--- config.mk ---
export PLATFORM = sky130hd
export DESIGN_NAME = sbus_frame_decoder
export DESIGN_NICKNAME = d
export VERILOG_FILES = /design/src/sbd_pkg.sv /design/src/sbd_frame_ram.sv /design/src/sbd_regs.sv /design/src/sbd_decode.sv /design/src/sbus_frame_decoder.sv
export SDC_FILE = /design/constraint.sdc
export NUM_CORES = 1
export LEC_CHECK = 0
export BUFFER_PORTS_ARGS = -buffer_cell sky130_fd_sc_hd__clkbuf_2
export CORE_ASPECT_RATIO = 0.7
export CORE_MARGIN = 5
export CORE_UTILIZATION = 30
export DETAILED_ROUTE_END_ITERATION = 16
export PLACE_DENSITY = 0.51
export SKIP_LAST_GASP = 1
export SLEW_MARGIN = 20
export SYNTH_ARGS = -nofsm -noshare
export SYNTH_HDL_FRONTEND = slang
export SYNTH_SLANG_ARGS = --single-unit
export TNS_END_PERCENT = 30
--- constraint.sdc ---
create_clock -name clk_i -period 6.1 [get_ports clk_i]
set_clock_uncertainty 0.05 [all_clocks]
set_input_delay 1.22 -clock clk_i [delete_from_list [all_inputs] [get_ports clk_i]]
set_output_delay 1.22 -clock clk_i [all_outputs]
set_load 0.03 [all_outputs]
--- src/sbd_pkg.sv ---
`timescale 1ns / 1ps
`default_nettype none
// ----------------------------------------------------------------------------
// sbd_pkg
// Shared constants, configuration type and helper functions of the serial
// radio-control frame decoder.
// ----------------------------------------------------------------------------
package sbd_pkg;

  localparam int unsigned FrameBytes   = 25;
  localparam int unsigned ChannelCount = 18;
  localparam int unsigned PropChannels = 16;
  localparam int unsigned StoreDepth   = 24;
  localparam int unsigned StoreAddrW   = $clog2(StoreDepth);
  localparam int unsigned ChanW        = 5;
  localparam int unsigned RawW         = 11;
  localparam int unsigned ScaledW      = 12;
  localparam int unsigned OutDataW     = 24;

  localparam logic [StoreAddrW-1:0] FlagByteAddr = StoreAddrW'(23);
  localparam logic [ChanW-1:0]      LastChan     = ChanW'(ChannelCount - 1);
  localparam logic [ChanW-1:0]      FirstDiscChan = ChanW'(PropChannels);

  // floor(x/3) = (x * 2731) >> 13 holds for every x below 4096
  localparam logic [11:0]         Recip3     = 12'd2731;
  localparam int unsigned         RecipShift = 13;
  localparam logic [ScaledW-1:0]  ScaleOffset = 12'd816;

  typedef enum logic [2:0] {
    RegStartByte   = 3'd0,
    RegFsEnable    = 3'd1,
    RegDiscOneMask = 3'd2,
    RegDiscTwoMask = 3'd3,
    RegFsMask      = 3'd4,
    RegDiscHigh    = 3'd5,
    RegDiscLow     = 3'd6
  } sbd_reg_e;

  typedef struct packed {
    logic [7:0]      start_byte;
    logic            failsafe_enable;
    logic [7:0]      discrete_one_mask;
    logic [7:0]      discrete_two_mask;
    logic [7:0]      failsafe_mask;
    logic [RawW-1:0] discrete_high;
    logic [RawW-1:0] discrete_low;
  } sbd_cfg_t;

  localparam sbd_cfg_t CfgReset = '{
    start_byte:        8'd15,
    failsafe_enable:   1'b0,
    discrete_one_mask: 8'd1,
    discrete_two_mask: 8'd2,
    failsafe_mask:     8'd8,
    discrete_high:     11'd2000,
    discrete_low:      11'd1000
  };

  // first bit of a proportional channel in the packed payload: 11 * ch
  function automatic logic [7:0] chan_bitpos(input logic [ChanW-1:0] ch);
    chan_bitpos = {ch, 3'b000} + {2'b00, ch, 1'b0} + {3'b000, ch};
  endfunction

endpackage
`default_nettype wire

--- src/sbd_frame_ram.sv ---
`timescale 1ns / 1ps
`default_nettype none
// ----------------------------------------------------------------------------
// sbd_frame_ram
// Simple dual-port frame buffer: one write port, one read port with the
// read data registered.
// ----------------------------------------------------------------------------
module sbd_frame_ram #(
  parameter  int unsigned Depth = 24,
  parameter  int unsigned Width = 8,
  localparam int unsigned AddrW = $clog2(Depth)
) (
  input  wire logic             clk_i,
  input  wire logic             we_i,
  input  wire logic [AddrW-1:0] waddr_i,
  input  wire logic [Width-1:0] wdata_i,
  input  wire logic             re_i,
  input  wire logic [AddrW-1:0] raddr_i,
  output logic      [Width-1:0] rdata_o
);

  logic [Width-1:0] mem [Depth];
  logic [Width-1:0] rdata_q;

  always_ff @(posedge clk_i) begin
    if (we_i) begin
      mem[waddr_i] <= wdata_i;
    end
  end

  always_ff @(posedge clk_i) begin
    if (re_i) begin
      rdata_q <= mem[raddr_i];
    end
  end

  assign rdata_o = rdata_q;

endmodule
`default_nettype wire

--- src/sbd_regs.sv ---
`timescale 1ns / 1ps
`default_nettype none
// ----------------------------------------------------------------------------
// sbd_regs
// APB-style configuration registers of the frame decoder.
// ----------------------------------------------------------------------------
module sbd_regs (
  input  wire logic             clk_i,
  input  wire logic             rst_ni,
  input  wire logic             psel,
  input  wire logic             penable,
  input  wire logic             pwrite,
  input  wire logic [4:0]       paddr,
  input  wire logic [31:0]      pwdata,
  output logic      [31:0]      prdata,
  output logic                  pready,
  output sbd_pkg::sbd_cfg_t     cfg_o
);
  import sbd_pkg::*;

  sbd_cfg_t cfg_q;
  sbd_reg_e reg_idx;
  logic     wr_en;

  assign reg_idx = sbd_reg_e'(paddr[4:2]);
  assign wr_en   = psel && penable && pwrite;
  assign pready  = 1'b1;

  always_ff @(posedge clk_i or negedge rst_ni) begin
    if (!rst_ni) begin
      cfg_q <= CfgReset;
    end else if (wr_en) begin
      unique case (reg_idx)
        RegStartByte:   cfg_q.start_byte        <= pwdata[7:0];
        RegFsEnable:    cfg_q.failsafe_enable   <= pwdata[0];
        RegDiscOneMask: cfg_q.discrete_one_mask <= pwdata[7:0];
        RegDiscTwoMask: cfg_q.discrete_two_mask <= pwdata[7:0];
        RegFsMask:      cfg_q.failsafe_mask     <= pwdata[7:0];
        RegDiscHigh:    cfg_q.discrete_high     <= pwdata[RawW-1:0];
        RegDiscLow:     cfg_q.discrete_low      <= pwdata[RawW-1:0];
        default: ;
      endcase
    end
  end

  always_comb begin
    prdata = '0;
    unique case (reg_idx)
      RegStartByte:   prdata[7:0]      = cfg_q.start_byte;
      RegFsEnable:    prdata[0]        = cfg_q.failsafe_enable;
      RegDiscOneMask: prdata[7:0]      = cfg_q.discrete_one_mask;
      RegDiscTwoMask: prdata[7:0]      = cfg_q.discrete_two_mask;
      RegFsMask:      prdata[7:0]      = cfg_q.failsafe_mask;
      RegDiscHigh:    prdata[RawW-1:0] = cfg_q.discrete_high;
      RegDiscLow:     prdata[RawW-1:0] = cfg_q.discrete_low;
      default: ;
    endcase
  end

  assign cfg_o = cfg_q;

endmodule
`default_nettype wire

--- src/sbd_decode.sv ---
`timescale 1ns / 1ps
`default_nettype none
// ----------------------------------------------------------------------------
// sbd_decode
// Frame sequencer: stores received bytes in the frame buffer, then reads
// them back channel by channel, unpacks, scales and emits the results.
// ----------------------------------------------------------------------------
module sbd_decode (
  input  wire logic                               clk_i,
  input  wire logic                               rst_ni,
  input  wire sbd_pkg::sbd_cfg_t                  cfg_i,
  input  wire logic                               s_tvalid_i,
  input  wire logic [7:0]                         s_tdata_i,
  output logic                                    s_tready_o,
  output logic                                    ram_we_o,
  output logic      [sbd_pkg::StoreAddrW-1:0]     ram_waddr_o,
  output logic      [7:0]                         ram_wdata_o,
  output logic                                    ram_re_o,
  output logic      [sbd_pkg::StoreAddrW-1:0]     ram_raddr_o,
  input  wire logic [7:0]                         ram_rdata_i,
  output logic                                    m_tvalid_o,
  input  wire logic                               m_tready_i,
  output logic      [sbd_pkg::OutDataW-1:0]       m_tdata_o,
  output logic      [sbd_pkg::ChanW-1:0]          m_tuser_o,
  output logic                                    m_tlast_o
);
  import sbd_pkg::*;

  typedef enum logic [3:0] {
    StIdle,
    StFlagRd,
    StFlagWt,
    StFetch,
    StFetchWt,
    StCalc,
    StMul,
    StLoad,
    StHold
  } state_e;

  state_e                state_q;
  logic [4:0]            pos_q;
  logic [ChanW-1:0]      ch_q;
  logic [1:0]            k_q;
  logic                  capture_q;
  logic [23:0]           window_q;
  logic [7:0]            flags_q;
  logic                  fs_clear_q;
  logic [RawW-1:0]       raw_q;
  logic [23:0]           prod_q;
  logic                  m_tvalid_q;
  logic [OutDataW-1:0]   m_tdata_q;
  logic [ChanW-1:0]      m_tuser_q;
  logic                  m_tlast_q;

  logic                  accept;
  logic                  drop;
  logic [7:0]            bitpos;
  logic [StoreAddrW-1:0] base_addr;
  logic [23:0]           win_sh;
  logic                  disc_set;
  logic [RawW-1:0]       raw_d;
  logic [ScaledW-1:0]    scaled;
  logic [ChanW-1:0]      ch_next;

  assign s_tready_o = (state_q == StIdle);
  assign accept     = s_tvalid_i && s_tready_o;
  // outside a frame, drop everything but the start byte
  assign drop       = (pos_q == 5'd0) && (s_tdata_i != cfg_i.start_byte);

  assign ram_we_o    = accept && !drop && (pos_q < 5'(StoreDepth));
  assign ram_waddr_o = pos_q;
  assign ram_wdata_o = s_tdata_i;

  assign bitpos    = chan_bitpos(ch_q);
  assign base_addr = StoreAddrW'(1) + bitpos[7:3];
  assign ram_re_o  = (state_q == StFlagRd) || (state_q == StFetch);
  assign ram_raddr_o = (state_q == StFlagRd) ? FlagByteAddr
                                             : base_addr + {3'b000, k_q};

  assign win_sh   = window_q >> bitpos[2:0];
  assign disc_set = (ch_q == FirstDiscChan) ? |(flags_q & cfg_i.discrete_one_mask)
                                            : |(flags_q & cfg_i.discrete_two_mask);
  assign raw_d    = (ch_q < FirstDiscChan) ? win_sh[RawW-1:0]
                  : (disc_set ? cfg_i.discrete_high : cfg_i.discrete_low);
  assign scaled   = {1'b0, prod_q[23:RecipShift]} + ScaleOffset;
  assign ch_next  = ch_q + ChanW'(1);

  always_ff @(posedge clk_i or negedge rst_ni) begin
    if (!rst_ni) begin
      state_q    <= StIdle;
      pos_q      <= '0;
      ch_q       <= '0;
      k_q        <= '0;
      capture_q  <= 1'b0;
      window_q   <= '0;
      flags_q    <= '0;
      fs_clear_q <= 1'b0;
      raw_q      <= '0;
      prod_q     <= '0;
      m_tvalid_q <= 1'b0;
      m_tdata_q  <= '0;
      m_tuser_q  <= '0;
      m_tlast_q  <= 1'b0;
    end else begin
      capture_q <= (state_q == StFetch);
      if (capture_q) begin
        window_q <= {ram_rdata_i, window_q[23:8]};
      end
      unique case (state_q)
        StIdle: begin
          if (accept && !drop) begin
            if (pos_q == 5'(FrameBytes - 1)) begin
              // final byte closes the frame without being stored
              pos_q   <= '0;
              ch_q    <= '0;
              state_q <= StFlagRd;
            end else begin
              pos_q <= pos_q + 5'd1;
            end
          end
        end
        StFlagRd: state_q <= StFlagWt;
        StFlagWt: begin
          flags_q    <= ram_rdata_i;
          fs_clear_q <= cfg_i.failsafe_enable && ((ram_rdata_i & cfg_i.failsafe_mask) == 8'd0);
          k_q        <= '0;
          state_q    <= StFetch;
        end
        StFetch: begin
          k_q <= k_q + 2'd1;
          if (k_q == 2'd2) begin
            state_q <= StFetchWt;
          end
        end
        StFetchWt: state_q <= StCalc;
        StCalc: begin
          raw_q   <= raw_d;
          state_q <= StMul;
        end
        StMul: begin
          prod_q  <= {12'd0, raw_q, 1'b0} * {12'd0, Recip3};
          state_q <= StLoad;
        end
        StLoad: begin
          m_tvalid_q <= 1'b1;
          m_tdata_q  <= {fs_clear_q, scaled, raw_q};
          m_tuser_q  <= ch_q;
          m_tlast_q  <= (ch_q == LastChan);
          state_q    <= StHold;
        end
        StHold: begin
          if (m_tready_i) begin
            m_tvalid_q <= 1'b0;
            if (ch_q == LastChan) begin
              state_q <= StIdle;
            end else begin
              ch_q    <= ch_next;
              k_q     <= '0;
              state_q <= (ch_next < FirstDiscChan) ? StFetch : StCalc;
            end
          end
        end
        default: state_q <= StIdle;
      endcase
    end
  end

  assign m_tvalid_o = m_tvalid_q;
  assign m_tdata_o  = m_tdata_q;
  assign m_tuser_o  = m_tuser_q;
  assign m_tlast_o  = m_tlast_q;

  a_no_input_while_busy: assert property (@(posedge clk_i) disable iff (!rst_ni)
    s_tready_o |-> !m_tvalid_o)
    else $error("input accepted while a result is pending");

  a_last_is_final_chan: assert property (@(posedge clk_i) disable iff (!rst_ni)
    (m_tvalid_o && m_tlast_o) |-> (m_tuser_o == LastChan))
    else $error("tlast on a channel other than the last");

  a_pos_in_frame: assert property (@(posedge clk_i) disable iff (!rst_ni)
    pos_q < 5'(FrameBytes))
    else $error("byte position beyond frame length");

  a_no_rw_overlap: assert property (@(posedge clk_i) disable iff (!rst_ni)
    ram_we_o |-> !ram_re_o)
    else $error("frame buffer written during readback");

  a_frame_end_starts_decode: assert property (@(posedge clk_i) disable iff (!rst_ni)
    (accept && !drop && pos_q == 5'(FrameBytes - 1)) |=> (state_q == StFlagRd))
    else $error("completed frame did not start decoding");

endmodule
`default_nettype wire

--- src/sbus_frame_decoder.sv ---
`timescale 1ns / 1ps
`default_nettype none
// ----------------------------------------------------------------------------
// sbus_frame_decoder
// Serial radio-control frame decoder: collects 25-byte frames opened by a
// configurable start byte and emits 18 channel results per frame.
// ----------------------------------------------------------------------------
//  Channel   Direction  Payload
//  s_axis    in         tdata[7:0] rx_byte
//  m_axis    out        tdata raw_value/scaled_value/failsafe_clear,
//                       tuser channel_index, tlast last_channel
//  apb       in/out     7 configuration registers at 4*i
//
// Received bytes are taken one per cycle while no frame is being decoded.
// The closing byte starts readback: the flag byte is read first, then each
// proportional channel takes three reads through the single frame buffer read
// port, unpack, multiply and load, and each discrete channel a value select,
// multiply and load. Input tready stays low from the closing byte
// until the last result is taken. Reset returns to waiting for a start byte;
// the frame buffer is not cleared.
// ----------------------------------------------------------------------------
module sbus_frame_decoder (
  input  wire logic        clk_i,
  input  wire logic        rst_ni,
  input  wire logic        psel,
  input  wire logic        penable,
  input  wire logic        pwrite,
  input  wire logic [4:0]  paddr,
  input  wire logic [31:0] pwdata,
  output logic      [31:0] prdata,
  output logic             pready,
  input  wire logic        s_axis_tvalid,
  output logic             s_axis_tready,
  input  wire logic [7:0]  s_axis_tdata,   // [7:0] rx_byte
  output logic             m_axis_tvalid,
  input  wire logic        m_axis_tready,
  output logic      [23:0] m_axis_tdata,   // [10:0] raw_value, [22:11] scaled_value,
                                           // [23] failsafe_clear
  output logic      [4:0]  m_axis_tuser,   // [4:0] channel_index
  output logic             m_axis_tlast
);
  import sbd_pkg::*;

  sbd_cfg_t              cfg;
  logic                  ram_we;
  logic [StoreAddrW-1:0] ram_waddr;
  logic [7:0]            ram_wdata;
  logic                  ram_re;
  logic [StoreAddrW-1:0] ram_raddr;
  logic [7:0]            ram_rdata;

  sbd_regs u_regs (
    .clk_i   (clk_i),
    .rst_ni  (rst_ni),
    .psel    (psel),
    .penable (penable),
    .pwrite  (pwrite),
    .paddr   (paddr),
    .pwdata  (pwdata),
    .prdata  (prdata),
    .pready  (pready),
    .cfg_o   (cfg)
  );

  sbd_frame_ram #(
    .Depth (StoreDepth),
    .Width (8)
  ) u_ram (
    .clk_i   (clk_i),
    .we_i    (ram_we),
    .waddr_i (ram_waddr),
    .wdata_i (ram_wdata),
    .re_i    (ram_re),
    .raddr_i (ram_raddr),
    .rdata_o (ram_rdata)
  );

  sbd_decode u_decode (
    .clk_i       (clk_i),
    .rst_ni      (rst_ni),
    .cfg_i       (cfg),
    .s_tvalid_i  (s_axis_tvalid),
    .s_tdata_i   (s_axis_tdata),
    .s_tready_o  (s_axis_tready),
    .ram_we_o    (ram_we),
    .ram_waddr_o (ram_waddr),
    .ram_wdata_o (ram_wdata),
    .ram_re_o    (ram_re),
    .ram_raddr_o (ram_raddr),
    .ram_rdata_i (ram_rdata),
    .m_tvalid_o  (m_axis_tvalid),
    .m_tready_i  (m_axis_tready),
    .m_tdata_o   (m_axis_tdata),
    .m_tuser_o   (m_axis_tuser),
    .m_tlast_o   (m_axis_tlast)
  );

endmodule
`default_nettype wire

==> results.json <==
{
  "status": "complete, no violations",
  "drtIter0Drc": 853,
  "io_pins": 117,
  "drt-wirelength-per-cell_um": 19.5,
  "fin_tns_setup_ns": 0,
  "die_w_um": 309,
  "drc": 0,
  "fmax_mhz": 193,
  "ctsResizeCount": 0,
  "cpMaxStageDelayCell": "o311ai_0",
  "cp_data_arrival_time_ns": 5.58,
  "insertion_delay_ns": 0.56,
  "cp_data_required_time_ns": 6.51,
  "grt_antenna_before_repair": 0,
  "end_kind": "flop",
  "final_common_cell": "edfxtp_1",
  "syn_avg_cell_area_um2": 12.2,
  "worst_path_largest_cell_delay_ns": 0.77,
  "synth_cells": 1536,
  "start_kind": "flop",
  "reg2reg_depth": 13,
  "min_path_type": "reg2reg",
  "worstReg2RegStart": "u_decode.raw_q[5]",
  "synth_cell_types": 74,
  "ys_ff_latch": 358,
  "ys.flop_type": "edfxtp_1",
  "postCtsHoldBufs": 0,
  "totalWireLength_um": 47700,
  "grt_util_met2": 0.199,
  "final_cell_mix": "200 x edfxtp_1, 139 x dfrtp_1, 137 x nand2_1, 118 x mux2_2, 87 x inv_1",
  "cts-root-buf": "clkbuf_16",
  "start_util": 0.304,
  "r2r_slack_ns": 0.93,
  "drv_cap": 0,
  "hold_viol": 0,
  "use_met3": 0.0229,
  "cts_tree": "yes",
  "layout.nets": 1774,
  "synth_edf_count": 200,
  "hold_depth": 2,
  "min_period_over_period": 0.847,
  "core_um2": 61800,
  "postSynth.asyncResetShare": 0.441,
  "synth-seq-area-share": 0.531,
  "vias": 12000,
  "drt-pass1-iter-count": 5,
  "drv_slew": 0,
  "area_growth_pct": 12.9,
  "hold_start": "u_decode.m_tdata_o[19]",
  "dp_hpwl_um": 33500,
  "ys_top_cells_by_area": "edfxtp_1 32%, dfrtp_1 19%, mux2_2 7.1%",
  "clockBufferDepth": 3,
  "ant_nets": 0,
  "max-slew-margin-rel": 0.236,
  "synth_area_um2": 18800,
  "cts_buffers": 39,
  "grt_max_degree": 74,
  "rsz0062_at_grt": "no",
  "crit_fanout": 6,
  "die_h_um": 219,
  "grt_pass1_wl_um": 74100,
  "finalSetupViolations": 0,
  "grt_busiest_layer": "met1",
  "via_per_inst": 4.92,
  "gp_congestion": 0.825,
  "grt_util_met1": 0.225,
  "yosysTopAreaCell": "edfxtp_1",
  "grt.overflow.total": 0,
  "cts.sinks": 358,
  "cpMostUsedCell": "fa_1",
  "drive_gt1_frac": 0.200,
  "worstPathCellList": "ha_1 > fa_1 > fa_1 > inv_1 > fa_1 > fa_1 > inv_1 > ha_1 > nand2_1 > o311ai_0 > a21boi_0 > xor2_1 > o21ai_0",
  "max_slew.worst_pin.slew_ns": 1.14,
  "r2r-end": "u_decode.prod_q[19]",
  "track_usage": 0.140,
  "critical_path_class": "reg2reg",
  "port_buffers": 71,
  "fin_crit_ns": 5.17,
  "min_to": "u_decode.m_tdata_o[19]",
  "synthDominantCellAreaShare": 0.320,
  "htree_levels": 2,
  "die-area_um2": 67800,
  "n_antenna_cell": 0,
  "grt_pass1_vias": 12100,
  "yosysWarnings": 0,
  "num_rows": 76,
  "post_cts_buffers": 0,
  "clkTransAtPathRegs_ns": 0.06
}
[registers in the layout, indices dropped and copies added (netlist names), 2 cells and up]
register,cells
u_decode.prod_q,11
u_decode.k_q,2
u_decode.m_tuser_o,5
u_decode.ram_waddr_o,5
u_decode.m_tdata_o,24
u_decode.flags_q,8
u_ram.rdata_o,8
u_ram.mem,192
u_decode.window_q,24
u_regs.cfg_o,55
u_decode.state_q,4
u_decode.ch_q,5
u_decode.raw_q,11
[logic make-up after synthesis]
family | after synthesis | synth area share
AO/OA/AOI/OAI | 299 | 0.104
adder cells (fa/ha/maj) | 123 | 0.0967
AND/OR/NAND/NOR | 345 | 0.0866
flip-flops | 358 | 0.531
other | 2 | 0.000400
multiplexers | 192 | 0.119
XOR/XNOR | 33 | 0.0154
buffers and inverters | 184 | 0.0457
[synth_stat cells (11+ instances only)]
cell / count
a211oi_1: 31
a21o_1: 11
a21oi_1: 62
a22oi_1: 18
a31oi_1: 11
buf_2: 17
buf_4: 25
clkbuf_1: 39
dfrtp_1: 139
dfstp_2: 19
edfxtp_1: 200
fa_1: 37
ha_1: 86
inv_1: 87
mux2_2: 118
mux2i_1: 60
mux4_2: 14
nand2_1: 137
nand3_1: 32
nor2_1: 75
nor2b_1: 24
nor3_1: 19
o21ai_0: 79
o22ai_1: 24
xor2_1: 23
[layer usage]
layer / routed length (um) / up-vias
met5: 0 / -
li1: - / 5698
met3: 2250 / 48
met1: 25100 / 6022
met2: 19700 / 275
met4: 656 / 0
[how the worst max path moves through the flow]
stage,start,to
after floorplan,u_decode.raw_q[7],u_decode.prod_q[19]
after global placement,u_decode.raw_q[5],u_decode.prod_q[19]
after detailed placement,u_decode.raw_q[5],u_decode.prod_q[19]
after CTS,u_decode.raw_q[5],u_decode.prod_q[19]
after global routing,u_decode.raw_q[5],u_decode.prod_q[19]
final,u_decode.raw_q[5],u_decode.prod_q[19]
[through the flow]
stage / setup slack (ns) / area, um^2 / hold WS (ns) / util / instances
floorplan: 1.58 / 18900 / 0.396 / - / 1556
global placement: 0.970 / 19900 / 0.415 / 0.323 / 2377
detailed placement: 0.920 / 20000 / 0.425 / 0.323 / 2377
CTS: 0.902 / 21200 / 0.439 / 0.343 / 2449
global route: 0.560 / 21200 / 0.466 / 0.343 / 2449
finish: 0.932 / 21200 / 0.430 / 0.343 / 2449
[layout make-up]
cell class,count,area (um^2)
Fill cell,6123,40600
Sequential cell,358,9980
Multi-Input combinational cell,1014,8040
Clock buffer,56,1100
Tap cell,819,1020
Timing Repair Buffer,97,569
Inverter,89,334
Clock inverter,16,148
[critical path: cells and delay by family (launching register included)]
| kind | cells | cell delay (ns) |
|---|---|---|
| XOR/XNOR | 1 | 0.19 |
| buffers and inverters | 2 | 0.10 |
| adder cells (fa/ha/maj) | 6 | 2.96 |
| AND/OR/NAND/NOR | 1 | 0.15 |
| flip-flops | 1 | 0.47 |
| AO/OA/AOI/OAI | 3 | 1.15 |
Power is left out: the tool's default activity adds up to more than one toggle a clock period on the data nets, which glitch-free logic cannot reach.
